### src/rtl/hcbd_pkg.sv
// ----------------------------------------------------------------------------
// hcbd_pkg
// shared types, constants and helpers of the chunked body decoder
// ----------------------------------------------------------------------------
`default_nettype none

package hcbd_pkg;

    // line length limit, crlf included in the count
    localparam int LINE_CAP = 1024;
    localparam int LINE_W   = $clog2(LINE_CAP);
    localparam int TRL_W    = 17;
    localparam int ACC_W    = 33;

    localparam logic [31:0]      RST_MAX_BODY    = 32'd8388608;
    localparam logic [15:0]      RST_MAX_TRAILER = 16'd32768;
    localparam logic [ACC_W-1:0] ACC_SAT         = 33'h1_0000_0000;
    localparam logic [LINE_W-1:0] LINE_LIMIT     = LINE_W'(LINE_CAP - 1);

    // configuration register indexes
    localparam int          CFG_IDX_W       = 2;
    localparam logic [1:0]  CFG_MAX_BODY    = 2'd0;
    localparam logic [1:0]  CFG_MAX_TRAILER = 2'd1;

    // phases
    localparam logic [2:0] PH_SIZE    = 3'd0;
    localparam logic [2:0] PH_DATA    = 3'd1;
    localparam logic [2:0] PH_DATA_CR = 3'd2;
    localparam logic [2:0] PH_DATA_LF = 3'd3;
    localparam logic [2:0] PH_TRAILER = 3'd4;
    localparam logic [2:0] PH_DONE    = 3'd5;
    localparam logic [2:0] PH_FAIL    = 3'd6;

    // size line sub states
    localparam logic [2:0] SS_FIRST  = 3'd0;
    localparam logic [2:0] SS_ZERO   = 3'd1;
    localparam logic [2:0] SS_X      = 3'd2;
    localparam logic [2:0] SS_DIGITS = 3'd3;
    localparam logic [2:0] SS_CR     = 3'd4;
    localparam logic [2:0] SS_EXT    = 3'd5;

    // failure causes
    localparam logic [2:0] CAUSE_NONE     = 3'd0;
    localparam logic [2:0] CAUSE_BAD_LINE = 3'd1;
    localparam logic [2:0] CAUSE_OVERSIZE = 3'd2;
    localparam logic [2:0] CAUSE_LONG     = 3'd3;
    localparam logic [2:0] CAUSE_NO_CRLF  = 3'd4;
    localparam logic [2:0] CAUSE_TRAILER  = 3'd5;
    localparam logic [2:0] CAUSE_CLOSE    = 3'd6;

    // characters
    localparam logic [7:0] CH_NUL  = 8'h00;
    localparam logic [7:0] CH_CR   = 8'h0d;
    localparam logic [7:0] CH_LF   = 8'h0a;
    localparam logic [7:0] CH_SEMI = 8'h3b;
    localparam logic [7:0] CH_ZERO = 8'h30;
    localparam logic [7:0] CH_X_LO = 8'h78;
    localparam logic [7:0] CH_X_UP = 8'h58;

    typedef struct packed {
        logic       kind;
        logic [7:0] stream_byte;
    } t_item;

    typedef struct packed {
        logic [7:0] payload_byte;
        logic       payload_valid;
        logic       finished;
        logic       failed;
        logic [2:0] fail_cause;
    } t_result;

    typedef struct packed {
        logic       ok;
        logic [3:0] val;
    } t_hex;

    function automatic t_hex hex_value(input logic [7:0] b);
        t_hex h;
        h.ok  = 1'b1;
        h.val = 4'd0;
        if (b >= 8'h30 && b <= 8'h39) begin
            h.val = 4'(b - 8'h30);
        end else if (b >= 8'h61 && b <= 8'h66) begin
            h.val = 4'(b - 8'h57);
        end else if (b >= 8'h41 && b <= 8'h46) begin
            h.val = 4'(b - 8'h37);
        end else begin
            h.ok = 1'b0;
        end
        return h;
    endfunction

endpackage

`default_nettype wire

### src/rtl/hcbd_in_if.sv
// ----------------------------------------------------------------------------
// hcbd_in_if
// stream event channel into the chunked body decoder
// ----------------------------------------------------------------------------
`default_nettype none

interface hcbd_in_if;
    logic       valid;
    logic       ready;
    logic       kind;
    logic [7:0] stream_byte;

    modport source (output valid, output kind, output stream_byte, input ready);
    modport sink   (input valid, input kind, input stream_byte, output ready);
endinterface

`default_nettype wire

### src/rtl/hcbd_out_if.sv
// ----------------------------------------------------------------------------
// hcbd_out_if
// result channel out of the chunked body decoder
// ----------------------------------------------------------------------------
`default_nettype none

interface hcbd_out_if;
    logic       valid;
    logic       ready;
    logic [7:0] payload_byte;
    logic       payload_valid;
    logic       finished;
    logic       failed;
    logic [2:0] fail_cause;

    modport source (output valid, output payload_byte, output payload_valid,
                    output finished, output failed, output fail_cause, input ready);
    modport sink   (input valid, input payload_byte, input payload_valid,
                    input finished, input failed, input fail_cause, output ready);
endinterface

`default_nettype wire

### src/rtl/hcbd_in_reg.sv
// ----------------------------------------------------------------------------
// hcbd_in_reg
// input register stage in front of the decode engine
// ----------------------------------------------------------------------------
`default_nettype none

module hcbd_in_reg
    import hcbd_pkg::*;
(
    input  wire         i_clk,
    input  wire         i_rst_n,
    input  wire         i_valid,
    input  wire t_item  i_item,
    input  wire         i_advance,
    output logic        o_ready,
    output logic        o_valid,
    output t_item       o_item
);

    logic  r_valid;
    t_item r_item;

    // stage refills when empty or when its item moves on
    assign o_ready = !r_valid || i_advance;

    always_ff @(posedge i_clk) begin
        if (!i_rst_n) begin
            r_valid <= 1'b0;
        end else if (o_ready) begin
            r_valid <= i_valid;
        end
    end

    always_ff @(posedge i_clk) begin
        if (o_ready && i_valid) begin
            r_item <= i_item;
        end
    end

    assign o_valid = r_valid;
    assign o_item  = r_item;

endmodule

`default_nettype wire

### src/rtl/hcbd_engine.sv
// ----------------------------------------------------------------------------
// hcbd_engine
// framing state and one-byte decode step of the chunked body decoder
// ----------------------------------------------------------------------------
`default_nettype none

module hcbd_engine
    import hcbd_pkg::*;
(
    input  wire          i_clk,
    input  wire          i_rst_n,
    input  wire          i_step,
    input  wire t_item   i_item,
    input  wire   [31:0] i_max_body,
    input  wire   [15:0] i_max_trailer,
    output t_result      o_res
);

    logic [2:0]        r_phase,  n_phase;
    logic [2:0]        r_sub,    n_sub;
    logic [LINE_W-1:0] r_line,   n_line;
    logic [ACC_W-1:0]  r_acc,    n_acc;
    logic              r_cr,     n_cr;
    logic [31:0]       r_left,   n_left;
    logic [31:0]       r_total,  n_total;
    logic [TRL_W-1:0]  r_trl,    n_trl;
    logic [2:0]        r_err,    n_err;

    logic [7:0]        b;
    t_hex              hx;
    logic [LINE_W-1:0] line_inc;
    logic [ACC_W-1:0]  acc_next;
    logic [ACC_W:0]    size_sum;
    logic              too_big;
    logic [TRL_W-1:0]  trl_sum;
    logic              do_accept;
    logic              pvalid;

    assign b        = i_item.stream_byte;
    assign hx       = hex_value(b);
    assign line_inc = r_line + 1'b1;

    // accumulator saturates at 2^32: anything at or above 2^28 pins there
    assign acc_next = (|r_acc[ACC_W-1:28]) ? ACC_SAT : {1'b0, r_acc[27:0], hx.val};

    // total is never negative, so one sum covers both limit checks
    assign size_sum = {2'b00, r_total} + {1'b0, r_acc};
    assign too_big  = size_sum > {2'b00, i_max_body};
    assign trl_sum  = r_trl + TRL_W'(line_inc);

    always_comb begin
        n_phase   = r_phase;
        n_sub     = r_sub;
        n_line    = r_line;
        n_acc     = r_acc;
        n_cr      = r_cr;
        n_left    = r_left;
        n_total   = r_total;
        n_trl     = r_trl;
        n_err     = r_err;
        pvalid    = 1'b0;
        do_accept = 1'b0;

        if (r_phase != PH_DONE && r_phase != PH_FAIL) begin
            if (i_item.kind) begin
                n_phase = PH_FAIL;
                n_err   = CAUSE_CLOSE;
            end else begin
                unique case (r_phase)
                    PH_SIZE: begin
                        if (b == CH_NUL) begin
                            n_phase = PH_FAIL;
                            n_err   = CAUSE_BAD_LINE;
                        end else begin
                            n_line = line_inc;
                            unique case (r_sub)
                                SS_FIRST, SS_X: begin
                                    if (!hx.ok) begin
                                        n_phase = PH_FAIL;
                                        n_err   = CAUSE_BAD_LINE;
                                    end else begin
                                        n_acc = ACC_W'(hx.val);
                                        n_sub = (r_sub == SS_FIRST && b == CH_ZERO) ?
                                                SS_ZERO : SS_DIGITS;
                                    end
                                end
                                SS_ZERO, SS_DIGITS: begin
                                    if (r_sub == SS_ZERO && (b == CH_X_LO || b == CH_X_UP)) begin
                                        n_sub = SS_X;
                                    end else if (hx.ok) begin
                                        n_acc = acc_next;
                                        n_sub = SS_DIGITS;
                                    end else if (b == CH_SEMI) begin
                                        if (too_big) begin
                                            n_phase = PH_FAIL;
                                            n_err   = CAUSE_OVERSIZE;
                                        end else begin
                                            n_sub = SS_EXT;
                                            n_cr  = 1'b0;
                                        end
                                    end else if (b == CH_CR) begin
                                        n_sub = SS_CR;
                                    end else begin
                                        n_phase = PH_FAIL;
                                        n_err   = CAUSE_BAD_LINE;
                                    end
                                end
                                SS_CR: begin
                                    if (b != CH_LF) begin
                                        n_phase = PH_FAIL;
                                        n_err   = CAUSE_BAD_LINE;
                                    end else if (too_big) begin
                                        n_phase = PH_FAIL;
                                        n_err   = CAUSE_OVERSIZE;
                                    end else begin
                                        do_accept = 1'b1;
                                    end
                                end
                                default: begin
                                    // extension text, skipped up to crlf
                                    if (r_cr && b == CH_LF) begin
                                        do_accept = 1'b1;
                                    end else begin
                                        n_cr = (b == CH_CR);
                                    end
                                end
                            endcase
                            if (do_accept) begin
                                n_total = r_total + r_acc[31:0];
                                if (r_acc[31:0] == 32'd0) begin
                                    n_phase = PH_TRAILER;
                                    n_line  = '0;
                                    n_cr    = 1'b0;
                                    n_trl   = '0;
                                end else begin
                                    n_phase = PH_DATA;
                                    n_left  = r_acc[31:0];
                                end
                            end else if (n_phase == PH_SIZE && line_inc >= LINE_LIMIT) begin
                                n_phase = PH_FAIL;
                                n_err   = CAUSE_LONG;
                            end
                        end
                    end
                    PH_DATA: begin
                        pvalid = 1'b1;
                        n_left = r_left - 32'd1;
                        if (r_left == 32'd1) begin
                            n_phase = PH_DATA_CR;
                        end
                    end
                    PH_DATA_CR: begin
                        if (b == CH_CR) begin
                            n_phase = PH_DATA_LF;
                        end else begin
                            n_phase = PH_FAIL;
                            n_err   = CAUSE_NO_CRLF;
                        end
                    end
                    PH_DATA_LF: begin
                        if (b == CH_LF) begin
                            n_phase = PH_SIZE;
                            n_sub   = SS_FIRST;
                            n_line  = '0;
                            n_acc   = '0;
                            n_cr    = 1'b0;
                        end else begin
                            n_phase = PH_FAIL;
                            n_err   = CAUSE_NO_CRLF;
                        end
                    end
                    PH_TRAILER: begin
                        if (b == CH_NUL) begin
                            n_phase = PH_FAIL;
                            n_err   = CAUSE_BAD_LINE;
                        end else begin
                            n_line = line_inc;
                            if (r_cr && b == CH_LF) begin
                                n_trl = trl_sum;
                                if (trl_sum > TRL_W'(i_max_trailer)) begin
                                    n_phase = PH_FAIL;
                                    n_err   = CAUSE_TRAILER;
                                end else if (line_inc == LINE_W'(2)) begin
                                    n_phase = PH_DONE;
                                end else begin
                                    n_line = '0;
                                    n_cr   = 1'b0;
                                end
                            end else begin
                                n_cr = (b == CH_CR);
                                if (line_inc >= LINE_LIMIT) begin
                                    n_phase = PH_FAIL;
                                    n_err   = CAUSE_LONG;
                                end
                            end
                        end
                    end
                    default: begin
                        n_phase = r_phase;
                    end
                endcase
            end
        end
    end

    always_ff @(posedge i_clk) begin
        if (!i_rst_n) begin
            r_phase <= PH_SIZE;
            r_sub   <= SS_FIRST;
            r_line  <= '0;
            r_acc   <= '0;
            r_cr    <= 1'b0;
            r_left  <= '0;
            r_total <= '0;
            r_trl   <= '0;
            r_err   <= CAUSE_NONE;
        end else if (i_step) begin
            r_phase <= n_phase;
            r_sub   <= n_sub;
            r_line  <= n_line;
            r_acc   <= n_acc;
            r_cr    <= n_cr;
            r_left  <= n_left;
            r_total <= n_total;
            r_trl   <= n_trl;
            r_err   <= n_err;
        end
    end

    always_comb begin
        o_res.payload_byte  = pvalid ? b : 8'd0;
        o_res.payload_valid = pvalid;
        o_res.finished      = (n_phase == PH_DONE);
        o_res.failed        = (n_phase == PH_FAIL);
        o_res.fail_cause    = n_err;
    end

`ifndef ASSERT_OFF
    a_fail_sticks: assert property (@(posedge i_clk) disable iff (!i_rst_n)
        r_phase == PH_FAIL |=> r_phase == PH_FAIL)
        else $error("failure state left without reset");
    a_cause_matches: assert property (@(posedge i_clk) disable iff (!i_rst_n)
        (r_phase == PH_FAIL) == (r_err != CAUSE_NONE))
        else $error("fail cause disagrees with phase");
    a_data_left: assert property (@(posedge i_clk) disable iff (!i_rst_n)
        r_phase == PH_DATA |-> r_left != 32'd0)
        else $error("data phase with no bytes left");
    a_acc_sat: assert property (@(posedge i_clk) disable iff (!i_rst_n)
        r_acc <= ACC_SAT)
        else $error("size accumulator above saturation value");
`endif

endmodule

`default_nettype wire

### src/rtl/http_chunked_body_decoder.sv
// ----------------------------------------------------------------------------
// http_chunked_body_decoder
// decodes an http/1.1 chunked message body into its payload bytes
// ----------------------------------------------------------------------------
// usage
//   i_in carries one event per transaction: kind 0 with a body byte, or
//   kind 1 when the peer closed the stream. o_out returns exactly one result
//   per input transaction: the payload byte with payload_valid when the byte
//   was chunk data, plus the finished, failed and fail_cause flags.
//   limits are written on the i_cfg_* port (index 0 max body bytes, index 1
//   max trailer bytes) while no transaction is in flight.
// timing
//   one transaction per clock sustained while o_out.ready stays high. a result
//   passes two registers on its way to o_out: the input register captures the
//   event, then the decode step result moves into the output register. the decode
//   step is a single 34-bit add and compare for the size limit per cycle.
// reset
//   synchronous, active low: framing state clears to the first size line,
//   limits return to 8 MiB and 32 KiB, both stages empty.
// stall
//   while o_out.ready is low the result holds, the input register holds
//   one more item, then i_in.ready drops; nothing is lost or repeated.
// ----------------------------------------------------------------------------
`default_nettype none

module http_chunked_body_decoder
    import hcbd_pkg::*;
(
    input  wire                  i_clk,
    input  wire                  i_rst_n,
    hcbd_in_if.sink              i_in,
    hcbd_out_if.source           o_out,
    input  wire                  i_cfg_we,
    input  wire [CFG_IDX_W-1:0]  i_cfg_idx,
    input  wire [31:0]           i_cfg_wdata
);

    // limit registers
    logic [31:0] r_max_body;
    logic [15:0] r_max_trailer;

    always_ff @(posedge i_clk) begin
        if (!i_rst_n) begin
            r_max_body    <= RST_MAX_BODY;
            r_max_trailer <= RST_MAX_TRAILER;
        end else if (i_cfg_we) begin
            if (i_cfg_idx == CFG_MAX_BODY) begin
                r_max_body <= i_cfg_wdata;
            end else if (i_cfg_idx == CFG_MAX_TRAILER) begin
                r_max_trailer <= i_cfg_wdata[15:0];
            end
        end
    end

    // output register and the stage advance that drives the whole pipe
    logic    r_out_valid;
    t_result r_out_res;
    logic    advance;
    logic    step;
    logic    st_valid;
    t_item   st_item;
    t_item   in_item;
    t_result res;

    assign advance = !r_out_valid || o_out.ready;
    assign step    = st_valid && advance;

    assign in_item.kind        = i_in.kind;
    assign in_item.stream_byte = i_in.stream_byte;

    hcbd_in_reg u_in_reg (
        .i_clk     (i_clk),
        .i_rst_n   (i_rst_n),
        .i_valid   (i_in.valid),
        .i_item    (in_item),
        .i_advance (advance),
        .o_ready   (i_in.ready),
        .o_valid   (st_valid),
        .o_item    (st_item)
    );

    // state update happens only when the result can be registered
    hcbd_engine u_engine (
        .i_clk         (i_clk),
        .i_rst_n       (i_rst_n),
        .i_step        (step),
        .i_item        (st_item),
        .i_max_body    (r_max_body),
        .i_max_trailer (r_max_trailer),
        .o_res         (res)
    );

    always_ff @(posedge i_clk) begin
        if (!i_rst_n) begin
            r_out_valid <= 1'b0;
        end else if (advance) begin
            r_out_valid <= st_valid;
        end
    end

    always_ff @(posedge i_clk) begin
        if (step) begin
            r_out_res <= res;
        end
    end

    assign o_out.valid         = r_out_valid;
    assign o_out.payload_byte  = r_out_res.payload_byte;
    assign o_out.payload_valid = r_out_res.payload_valid;
    assign o_out.finished      = r_out_res.finished;
    assign o_out.failed        = r_out_res.failed;
    assign o_out.fail_cause    = r_out_res.fail_cause;

endmodule

`default_nettype wire
### src/flat_wrapper.sv
// flat-port wrapper written by rule: the top's interface ports become plain ports
module http_chunked_body_decoder_flat import hcbd_pkg::*;
  (i_clk, i_rst_n, i_cfg_we, i_cfg_idx, i_cfg_wdata, i_in_valid, i_in_kind, i_in_stream_byte, i_in_ready, o_out_valid, o_out_payload_byte, o_out_payload_valid, o_out_finished, o_out_failed, o_out_fail_cause, o_out_ready);
  hcbd_in_if i_in_i ();
  hcbd_out_if o_out_i ();
  input  wire i_clk;
  input  wire i_rst_n;
  input  wire i_cfg_we;
  input  wire [CFG_IDX_W-1:0] i_cfg_idx;
  input  wire [31:0] i_cfg_wdata;
  input wire logic [$bits(i_in_i.valid)-1:0] i_in_valid;
  input wire logic [$bits(i_in_i.kind)-1:0] i_in_kind;
  input wire logic [$bits(i_in_i.stream_byte)-1:0] i_in_stream_byte;
  output wire logic [$bits(i_in_i.ready)-1:0] i_in_ready;
  output wire logic [$bits(o_out_i.valid)-1:0] o_out_valid;
  output wire logic [$bits(o_out_i.payload_byte)-1:0] o_out_payload_byte;
  output wire logic [$bits(o_out_i.payload_valid)-1:0] o_out_payload_valid;
  output wire logic [$bits(o_out_i.finished)-1:0] o_out_finished;
  output wire logic [$bits(o_out_i.failed)-1:0] o_out_failed;
  output wire logic [$bits(o_out_i.fail_cause)-1:0] o_out_fail_cause;
  input wire logic [$bits(o_out_i.ready)-1:0] o_out_ready;
  assign i_in_i.valid = i_in_valid;
  assign i_in_i.kind = i_in_kind;
  assign i_in_i.stream_byte = i_in_stream_byte;
  assign i_in_ready = i_in_i.ready;
  assign o_out_valid = o_out_i.valid;
  assign o_out_payload_byte = o_out_i.payload_byte;
  assign o_out_payload_valid = o_out_i.payload_valid;
  assign o_out_finished = o_out_i.finished;
  assign o_out_failed = o_out_i.failed;
  assign o_out_fail_cause = o_out_i.fail_cause;
  assign o_out_i.ready = o_out_ready;
  http_chunked_body_decoder u_core (.i_clk(i_clk), .i_rst_n(i_rst_n), .i_in(i_in_i), .o_out(o_out_i), .i_cfg_we(i_cfg_we), .i_cfg_idx(i_cfg_idx), .i_cfg_wdata(i_cfg_wdata));
endmodule
### config.mk
export PLATFORM = sky130hd
export DESIGN_NAME = http_chunked_body_decoder_flat
export DESIGN_NICKNAME = d
export VERILOG_FILES = /design/src/rtl/hcbd_pkg.sv /design/src/rtl/hcbd_in_if.sv /design/src/rtl/hcbd_out_if.sv /design/src/rtl/hcbd_in_reg.sv /design/src/rtl/hcbd_engine.sv /design/src/rtl/http_chunked_body_decoder.sv /design/src/flat_wrapper.sv
export SDC_FILE = /design/constraint.sdc
export NUM_CORES = 1
export LEC_CHECK = 0
export ABC_CLOCK_PERIOD_IN_PS = 10300
export CAP_MARGIN = 20
export CORE_AREA = 10 10 224 226
export CTS_CLUSTER_DIAMETER = 30
export DETAILED_ROUTE_END_ITERATION = 12
export DIE_AREA = 0 0 234 236
export DONT_BUFFER_PORTS = 1
export SLEW_MARGIN = 20
export SYNTH_ARGS = -nofsm -noshare
export SYNTH_HDL_FRONTEND = slang
export SYNTH_HIERARCHICAL = 1
export SYNTH_SLANG_ARGS = --single-unit
### constraint.sdc
create_clock -name i_clk -period 10.3 [get_ports i_clk]
set_input_delay 1.545 -clock i_clk [delete_from_list [all_inputs] [get_ports i_clk]]
set_output_delay 1.545 -clock i_clk [all_outputs]
set_load 0.01 [all_outputs]
Word level (Yosys, flattened, before mapping)
Cells that the tools add are included.
- $lt $le $gt $ge: 9
- eq/ne operators: 37
- reductions and logical operators: 39
- bitwise logic cells: 3
- $add $sub $neg: 8
- muxes and demuxes: 117
- operators with widths (operator ; number):
    $mux W33 ; 6
    $mux W3 ; 51
    $pmux W33 S2 ; 2
    $mux W32 ; 3
    $mux W17 ; 5
    $mux W10 ; 8
    $pmux W32 S2 ; 1
    $add A32 B33 Y34 ; 1
    $gt A34 B32 Y1 ; 1
    $pmux W17 S2 ; 1
    $add A32 B32 Y32 ; 1
    $eq A32 B1 Y1 const B ; 1
    $logic_not A32 Y1 ; 1
    $sub A32 B1 Y32 const B ; 1
    $pmux W10 S3 ; 1
    $mux W1 ; 26
    $ne A3 B3 Y1 const B ; 7
    $reduce_and A10 Y1 ; 2
    $pmux W3 S3 ; 2
    $reduce_and A9 Y1 ; 2
    $add A17 B10 Y17 ; 1
    $gt A17 B16 Y1 ; 1
    $eq A8 B4 Y1 const B ; 2
    $eq A8 B6 Y1 const B ; 2
    other kinds (42) ; 84
- flip-flop bits (word level): 207
- input bits: 48
- logic and storage cells: 233
- output and inout port bits: 16

Longest topological paths before layout
Gate-level depths: netlist of run 1.
- word-level depth: 21
- depth in mapped cells: 25
- mapped depth without buffers: 25

Modules after synthesis
The synthesis of run 1 kept the hierarchy.
- modules (own cells, without submodules) (module ; instances ; cells each ; seq. area each (µm²) ; area each (µm²)):
    hcbd_engine ; 1 ; 1450 ; 2682.6 ; 10771.6
    http_chunked_body_decoder ; 1 ; 213 ; 1401.3 ; 2389.8
    hcbd_in_reg ; 1 ; 14 ; 290.3 ; 327.8

Worst setup path before layout of run 1
No wires, ideal clock.
- path kind: reg2reg
- start point: reg u_core.u_engine.r_line[0]
- end point: reg u_core.r_out_res, in the netlist u_core/o_out.fail_cause[0] (data pin)
- path buffers: 0
- stages on the path, launching flop included: 24
- clock period less this slack: 4972 ps
- library setup time: 257 ps
- setup slack: 5328 ps
- data arrival time: 4715 ps
- cells stage by stage: dfxtp_1 -> inv_1 -> ha_1 -> inv_1 -> ha_1 -> a21o_1 -> a21oi_1 -> nor2b_1 -> o21a_1 -> o21ai_0 -> a21oi_1 -> o21a_1 -> o21ai_0 -> nor2_1 -> xor2_1 -> ha_1 -> a2111oi_0 -> o211ai_1 -> o21ai_0 -> a31oi_1 -> or3_1 -> a221oi_1 -> o211ai_1 -> a32o_1
- RTL lines (item ; RTL line ; RTL):
    start, declared ; hcbd_engine.sv:21 ; logic [LINE_W-1:0] r_line, n_line;
    start signal, assigned ; hcbd_engine.sv:220 ; r_line <= n_line;
    end signal, assigned ; http_chunked_body_decoder.sv:103 ; r_out_res <= res;
    end, declared ; http_chunked_body_decoder.sv:57 ; t_result r_out_res;

Worst setup path after layout of run 1
- start point: reg u_core.u_engine.r_acc[13]
- end point: reg u_core.u_engine.r_left[17]
- longest elaborated chain between the ends: 11
- elaborated cells on any way between the ends: 13
- those cells by class: 1 x add/sub; 1 x order compare; 2 x eq/ne; 7 x mux; 2 x reduce/logical
- RTL lines (item ; RTL line ; RTL):
    start, declared ; hcbd_engine.sv:22 ; logic [ACC_W-1:0] r_acc, n_acc;
    start signal, assigned ; hcbd_engine.sv:221 ; r_acc <= n_acc;
    $add A32 B33 Y34 ; hcbd_engine.sv:47 ; assign size_sum = {2'b00, r_total} + {1'b0, r_acc};
    via u_core.u_engine.size_sum[23] ; hcbd_engine.sv:33 ; logic [ACC_W:0] size_sum;
    $gt A34 B32 Y1 ; hcbd_engine.sv:48 ; assign too_big = size_sum > {2'b00, i_max_body};
    $mux W1 ; hcbd_engine.sv:112 ; end else if (too_big) begin
    $mux W1 ; hcbd_engine.sv:109 ; if (b != CH_LF) begin
    $pmux W1 S2 ; hcbd_engine.sv:76 ; unique case (r_sub)
    $mux W1 ; hcbd_engine.sv:71 ; if (b == CH_NUL) begin
    $mux W1 ; hcbd_engine.sv:69 ; unique case (r_phase)
    $mux W1 ; hcbd_engine.sv:65 ; if (i_item.kind) begin
    $mux W1 ; hcbd_engine.sv:64 ; if (r_phase != PH_DONE && r_phase != PH_FAIL) begin
    $ne A2 B2 Y1 (no line) ; n/a ;
    $reduce_and A7 Y1 (no line) ; n/a ;
    end signal, assigned ; hcbd_engine.sv:223 ; r_left <= n_left;
    end, declared ; hcbd_engine.sv:24 ; logic [31:0] r_left, n_left;
The timed path passes the listed nets, and every way through them passes these cells. The select of a mux whose other input is x is not followed.
A chain may end at the register's enable or synchronous reset.

==> impl_metrics.yaml, run 1 <==
die:
  die-area_um2: 55200
  rows: 79
  die_x_um: 234
  ios: 64
  fp.dieH_um: 236
  core_um2: 45900
  start_util_pct: 29.4
final_layout:
  final_common_cell: "nand2_1"
  fin_nets: 1803
  final_cell_mix: "nand2_1, dfxtp_1, a21oi_1"
  syn2layout_area_growth_pct: 16.7
  drive_above_1_share_pct: 8.14
  antenna_cells: 0
drt:
  dr.pass1.iters: 5
  avgViaCountPerCell: 5.24
  drtIter0Drc: 855
  vias: 12100
  routedWlPerCell_um: 16.6
  drt-total-wl_mm: 38.2
  drcViolationCount: 0
  drt.antenna.violating_nets: 0
synthesis:
  synth_edf_count: 23
  synth_area_per_cell_um2: 8.04
  async_reset_ff_share_pct: 0
  yosysTopAreaCell: "dfxtp_1"
  synthCells: 1677
  synth_seq_area_share_pct: 32.4
  synth_top_area_share_pct: 27.3
  synth.net_count: 1827
  synthTopCellsByArea: "dfxtp_1, ha_1, nand2_1, edfxtp_1, a21oi_1"
  ys_types: 100
  yosysWarnings: 6
  ys_seq_elements: 207
  synth_ff_type: "dfxtp_1"
  syn_area_um2: 13500
cts:
  cts_tree: "done"
  cts_resized: 0
  insertion_delay_ns: 0.55
  cts_root_buf: "clkbuf_16"
  cts_setup_buffers: 0
  h-tree-depth: 2
  cts_buffers: 51
  cts.clk_slew.worst_paths_ns: 0.05
  clock_sinks: 207
  cts_buffer_depth: 3
  postCtsHoldBufs: 0
power:
  power_density_nw_per_um2: 171
  p_sw_uw: 571
  p_clk_share_pct: 64.9
  internal-power_uw: 2120
  seq_power_share_pct: 31.5
  ir_drop_uv: 107
  p_leak_uw: 0.00611
  pwr-share-comb_pct: 3.6
  switching_share_pct: 21.2
sta:
  worst_pin_slew_ns: 0.844
  fin_crit_sh_pct: 60.3
  finalHoldViolCount: 0
  relSlewSlack_pct: 43.7
  clock.fmax_mhz: 161
  whs_ns: 0.449
  fin_setup_tns_ns: 0
  drv_slew: 0
  period_minus_slack_ns: 6.21
  rsz0062_at_grt: "no"
  setup_viol_count_final: 0
  finalClockSkew_ns: 0.0196
worst_setup_path:
  worstPathArrival_ns: 6.68
  timing.critical_path.mode_cell: "nor2_1"
  timing.rr.start: "u_core/u_engine/r_acc[13]$_SDFFE_PN0P_"
  worstPathCellList: "ha_1 -> and4_4 -> nand2_1 -> nor2_1 -> a2111oi_0 -> nand2_1 -> a31oi_1 -> o21ai_0 -> nor2_1 -> xnor2_1 -> ha_1 -> a21oi_1 -> nor2_1 -> a211oi_1 -> o311ai_0 -> o31a_1 -> o31ai_2 -> a41o_4 -> nor2_4 -> a2111oi_4 -> nand2_4 -> o21ai_1"
  reg2reg_slack_ns: 4.09
  path_class: "flop to flop"
  regToRegEndpoint: "u_core/u_engine/r_left[17]$_SDFFE_PN0P_"
  rr_worst_depth: 22
  crit_path_end_kind: "flop"
  worst_setup_path_start_kind: "flop"
  slowest_stage: "a2111oi_4"
  worstPathRequired_ns: 10.77
  critPathMaxFanout: 15
  max_stage_delay_ns: 0.55
grt:
  grt_usage_pct: 13.3
  grt_pass1_wl_mm: 61.1
  antenna_found_initial: 0
  overflow: 0
  grt_pass1_vias: 11700
  grt_max_degree: 221
placed_design:
  dp_hpwl_mm: 26.8
  io_buffers: 0
  place_congestion: 0.906
hold_path:
  min_path_type: "flop to flop"
  hold_depth: 2
  min_to: "u_core/u_engine/r_left[30]$_SDFFE_PN0P_"
  hp-start: "u_core/u_engine/r_left[30]$_SDFFE_PN0P_"
job:
  cap_violations: 0
outcome:
  status: "finished clean"
[kinds of logic after synthesis]
| family | count (synthesis) | synth area share (%) |
|---|---|---|
| AO/OA/AOI/OAI | 438 | 21.8 |
| XOR/XNOR | 52 | 3.38 |
| adder cells (fa/ha/maj) | 102 | 9.57 |
| buffers and inverters | 172 | 5.94 |
| flip-flops | 207 | 32.4 |
| multiplexers | 49 | 3.66 |
| AND/OR/NAND/NOR | 657 | 23.2 |
[area by class of cell]
type,instances,area [um2]
fillers,4781,30100
multi-input cells,1298,8330
flip-flops and latches,207,4370
clock buffers,65,1430
well taps,607,759
clock inverters,30,450
inverters,84,315
repair buffers,11,86.3
[through the flow]
step	cell area, um2	utilization (%)	cells	setup slack [ns]	power (uW)
final	15700	34.3	2302	4.09	2690
after global routing	15700	34.3	2302	3.59	2770
after CTS	15700	34.3	2301	4.07	2710
after detailed placement	13900	30.2	2206	4.10	957
after global placement	13900	30.2	2206	4.25	956
after floorplan	13500	-	1677	5.33	944
[synth_stat cells (23+ instances only)]
master and number:
a21boi_0 69, a21oi_1 112, clkbuf_1 52, dfxtp_1 184, edfxtp_1 23, ha_1 100, inv_1 84, mux2i_1 48
nand2_1 283, nand3_1 73, nand4_1 26, nor2_1 98, nor3_1 37, o211ai_1 27, o21ai_0 64, xnor2_1 40
[flip-flops by register name (all words and copies together), names as in the netlist, 3 cells and up]
signal and cells:
u_core/u_engine/r_trl 17, u_core/u_engine/r_total 32, u_core/o_out.payload_byte 8, u_core/r_max_body 32, u_core/u_engine/r_left 32, u_core/r_max_trailer 16, u_core/o_out.fail_cause 3, u_core/u_engine/r_sub 3
u_core/u_in_reg/o_item 9, u_core/u_engine/r_err 3, u_core/u_engine/r_line 10, u_core/u_engine/r_acc 33, u_core/u_engine/r_phase 3
[metal layers]
layer	vias up	share of wire [%]	global-route usage [%]
met5	-	0	0
met4	0	2.3	4.61
met3	60	5.2	2.56
met2	277	47	21.9
met1	5769	45	17.0
li1	5953	-	-
[power by group through the flow]
| stage | registers, uW | clock network [uW] | logic [uW] |
|---|---|---|---|
| final | 847 | 1740 | 98.0 |
| after global placement | 861 | 0 | 95.7 |
| after floorplan | 855 | 0 | 89.0 |
| after detailed placement | 861 | 0 | 96.6 |
| after global routing | 847 | 1820 | 109 |
| after CTS | 846 | 1770 | 97.6 |
[worst max path at each step]
| stage | slack [ns] | from | cells after the start | to |
|---|---|---|---|---|
| after detailed placement | 4.10 | u_core/u_engine/r_acc[13]$_SDFFE_PN0P_ | 22 | u_core/u_engine/r_left[17]$_SDFFE_PN0P_ |
| final | 4.09 | u_core/u_engine/r_acc[13]$_SDFFE_PN0P_ | 22 | u_core/u_engine/r_left[17]$_SDFFE_PN0P_ |
| after global routing | 3.59 | u_core/u_engine/r_acc[13]$_SDFFE_PN0P_ | 22 | u_core/u_engine/r_left[9]$_SDFFE_PN0P_ |
| after CTS | 4.07 | u_core/u_engine/r_acc[13]$_SDFFE_PN0P_ | 22 | u_core/u_engine/r_left[17]$_SDFFE_PN0P_ |
| after floorplan | 5.33 | u_core/u_engine/r_line[0]$_SDFFE_PN0P_ | 23 | u_core/o_out.fail_cause[0]$_DFFE_PP_ |
| after global placement | 4.25 | u_core/u_engine/r_acc[13]$_SDFFE_PN0P_ | 22 | u_core/u_engine/r_left[17]$_SDFFE_PN0P_ |
[critical path, delay by kind of cell (launching register included)]
family,cells,cell delay (ns)
DFF,1,0.46
xor gates and xnor gates,1,0.16
and+or+nand+nor,8,1.22
adders and majority gates,2,0.64
AOI/OAI and AO/OA,11,3.64
Power figures use the tool's default switching activity.
==> inputs of run 2 (changes only) <==
--- a/config.mk
+++ b/config.mk
@@ -5,7 +5,7 @@
 export SDC_FILE = /design/constraint.sdc
 export NUM_CORES = 1
 export LEC_CHECK = 0
-export ABC_CLOCK_PERIOD_IN_PS = 10300
+export ABC_CLOCK_PERIOD_IN_PS = 5700
 export CAP_MARGIN = 20
 export CORE_AREA = 10 10 224 226
 export CTS_CLUSTER_DIAMETER = 30
==> constraint.sdc (replaced) <==
create_clock -name i_clk -period 5.7 [get_ports i_clk]
set_input_delay 0.855 -clock i_clk [delete_from_list [all_inputs] [get_ports i_clk]]
set_output_delay 0.855 -clock i_clk [all_outputs]
set_load 0.01 [all_outputs]
==> run 2 against run 1 <==
- cell area grew 0.42%
- utilization up 0.14 points
- critical path type unchanged
- critical endpoint is now u_core/u_engine/r_left[20]$_SDFFE_PN0P_
- total power up 69%
==> impl_metrics.yaml, run 2 (same netlist as run 1, synthesis figures left out) <==
outcome:
  status: "finished clean"
grt:
  antenna_found_initial: 0
  grt_usage_pct: 13.5
  overflow: 0
  grt_pass1_wl_mm: 62.1
  grt_pass1_vias: 11800
  grt_max_degree: 221
cts:
  clock_sinks: 207
  cts_buffers: 48
  h-tree-depth: 2
  cts_tree: "done"
  cts_buffer_depth: 3
  cts_root_buf: "clkbuf_16"
  cts.clk_slew.worst_paths_ns: 0.05
  postCtsHoldBufs: 0
  insertion_delay_ns: 0.56
placed_design:
  place_congestion: 0.918
  dp_hpwl_mm: 27.7
  io_buffers: 0
  placed_cells: 2228
sta:
  finalHoldViolCount: 0
  rsz0062_at_grt: "yes"
  period_minus_slack_ns: 5.41
  worst_pin_slew_ns: 0.845
  fin_setup_tns_ns: 0
  finalClockSkew_ns: 0.0238
  drv_slew: 0
  setup_viol_count_final: 0
  clock.fmax_mhz: 185
  fin_crit_sh_pct: 94.9
  relSlewSlack_pct: 43.3
final_layout:
  final_cells: 2319
  regMostFlops: "u_core/u_engine/r_acc"
  final_common_cell: "nand2_1"
  fin_nets: 1822
  num-fill-cells: 4750
  drive_above_1_share_pct: 9.99
  final_cell_mix: "nand2_1, dfxtp_1, a21oi_1"
  syn2layout_area_growth_pct: 17.2
  largest_register_ffs: 33
  antenna_cells: 0
worst_setup_path:
  critPathMaxFanout: 42
  startpoint: "u_core/u_engine/r_acc[5]$_SDFFE_PN0P_"
  reg2reg_slack_ns: 0.29
  crit_end: "u_core/u_engine/r_left[20]$_SDFFE_PN0P_"
  crit_path_end_kind: "flop"
  regToRegEndpoint: "u_core/u_engine/r_left[20]$_SDFFE_PN0P_"
  worstPathArrival_ns: 5.83
  worst_setup_path_start_kind: "flop"
  rr_worst_depth: 22
  worstPathRequired_ns: 6.12
  timing.rr.start: "u_core/u_engine/r_acc[5]$_SDFFE_PN0P_"
  path_class: "flop to flop"
drt:
  drt.antenna.violating_nets: 0
  drt-total-wl_mm: 38.9
  avgViaCountPerCell: 5.22
  drcViolationCount: 0
  drtIter0Drc: 807
  vias: 12100
  dr.pass1.iters: 5
  routedWlPerCell_um: 16.8
die:
  fp.dieH_um: 236
  core_um2: 45900
  rows: 79
  die_x_um: 234
  die-area_um2: 55200
  ios: 64
  start_util_pct: 29.4
power:
  power_density_nw_per_um2: 286
  p_leak_uw: 0.00612
  power_uw: 4530
  ir_drop_uv: 192
job:
  cap_violations: 0
hold_path:
  min_path_type: "input pin to flop"
==> run 2: stage by stage <==
step                      area [um2]  utilization [%]  setup slack [ns]  hold slack (ns)
final                          15800             34.5             0.292            0.398
after global routing           15800             34.5           0.00936            0.374
after CTS                      15700             34.3           0.00805            0.373
after detailed placement       14000             30.6            0.0184            0.443
after global placement         14000             30.6             0.161            0.437
after floorplan                13500                -             0.728            0.423
==> run 2: layout make-up <==
| cell class | instances | area (um2) | share of cell area [%] |
|---|---|---|---|
| Tap cell | 607 | 759 | 4.80 |
| Clock inverter | 29 | 354 | 2.24 |
| Multi-Input combinational cell | 1298 | 8400 | 53.1 |
| Sequential cell | 207 | 4380 | 27.7 |
| Timing Repair Buffer | 33 | 289 | 1.83 |
| Inverter | 84 | 315 | 1.99 |
| Clock buffer | 61 | 1310 | 8.30 |
==> run 2: worst min-delay path by stage <==
stage / depth (start not counted) / end / start
after floorplan: 2 / u_core/u_engine/r_left[30]$_SDFFE_PN0P_ / u_core/u_engine/r_left[30]$_SDFFE_PN0P_
after global placement: 2 / u_core/u_engine/r_left[30]$_SDFFE_PN0P_ / u_core/u_engine/r_left[30]$_SDFFE_PN0P_
after detailed placement: 2 / u_core/u_engine/r_left[30]$_SDFFE_PN0P_ / u_core/u_engine/r_left[30]$_SDFFE_PN0P_
after CTS: 0 / u_core/u_in_reg/o_item[4]$_DFFE_PP_ / i_in_stream_byte[4]
after global routing: 0 / u_core/u_in_reg/o_item[4]$_DFFE_PP_ / i_in_stream_byte[4]
final: 0 / u_core/u_in_reg/o_item[4]$_DFFE_PP_ / i_in_stream_byte[4]
==> run 2: critical path: stages (launching register included) <==
cell      delay, ns
dfxtp_2        0.35
ha_1           0.38
or4_1          0.54
o21ai_2        0.11
a311oi_2       0.10
o31a_4         0.36
or4_1          0.50
a31oi_2        0.23
o21ai_0        0.12
a21oi_1        0.20
xnor2_1        0.22
ha_1           0.31
nand2_1        0.07
nor2_1         0.06
o31a_1         0.13
o31ai_4        0.24
buf_4          0.19
a41o_4         0.25
nor2_4         0.06
a2111o_1       0.33
buf_12         0.19
a21oi_1        0.20
o32ai_2        0.11
==> run 2: what timing repair did <==
item	CTS	global route
resized for setup	0	29
setup buffers	0	1
endpoints found under the setup margin	0	105
endpoints found under the hold margin	0	0
==> run 2: report_power, final <==
group	switching, uW	internal [uW]
sequential	24.9	1500
combinational	112	69.9
clock	911	1910
total	1050	3480
==> run 2: per-layer routing <==
metal  vias up  global-route usage (%)  share of wire (%)
met5         -                       0                  0
met3        70                    2.71                4.8
li1       5995                       -                  -
met1      5756                    17.3                 46
met4         0                    4.91                2.3
met2       289                    22.0                 47
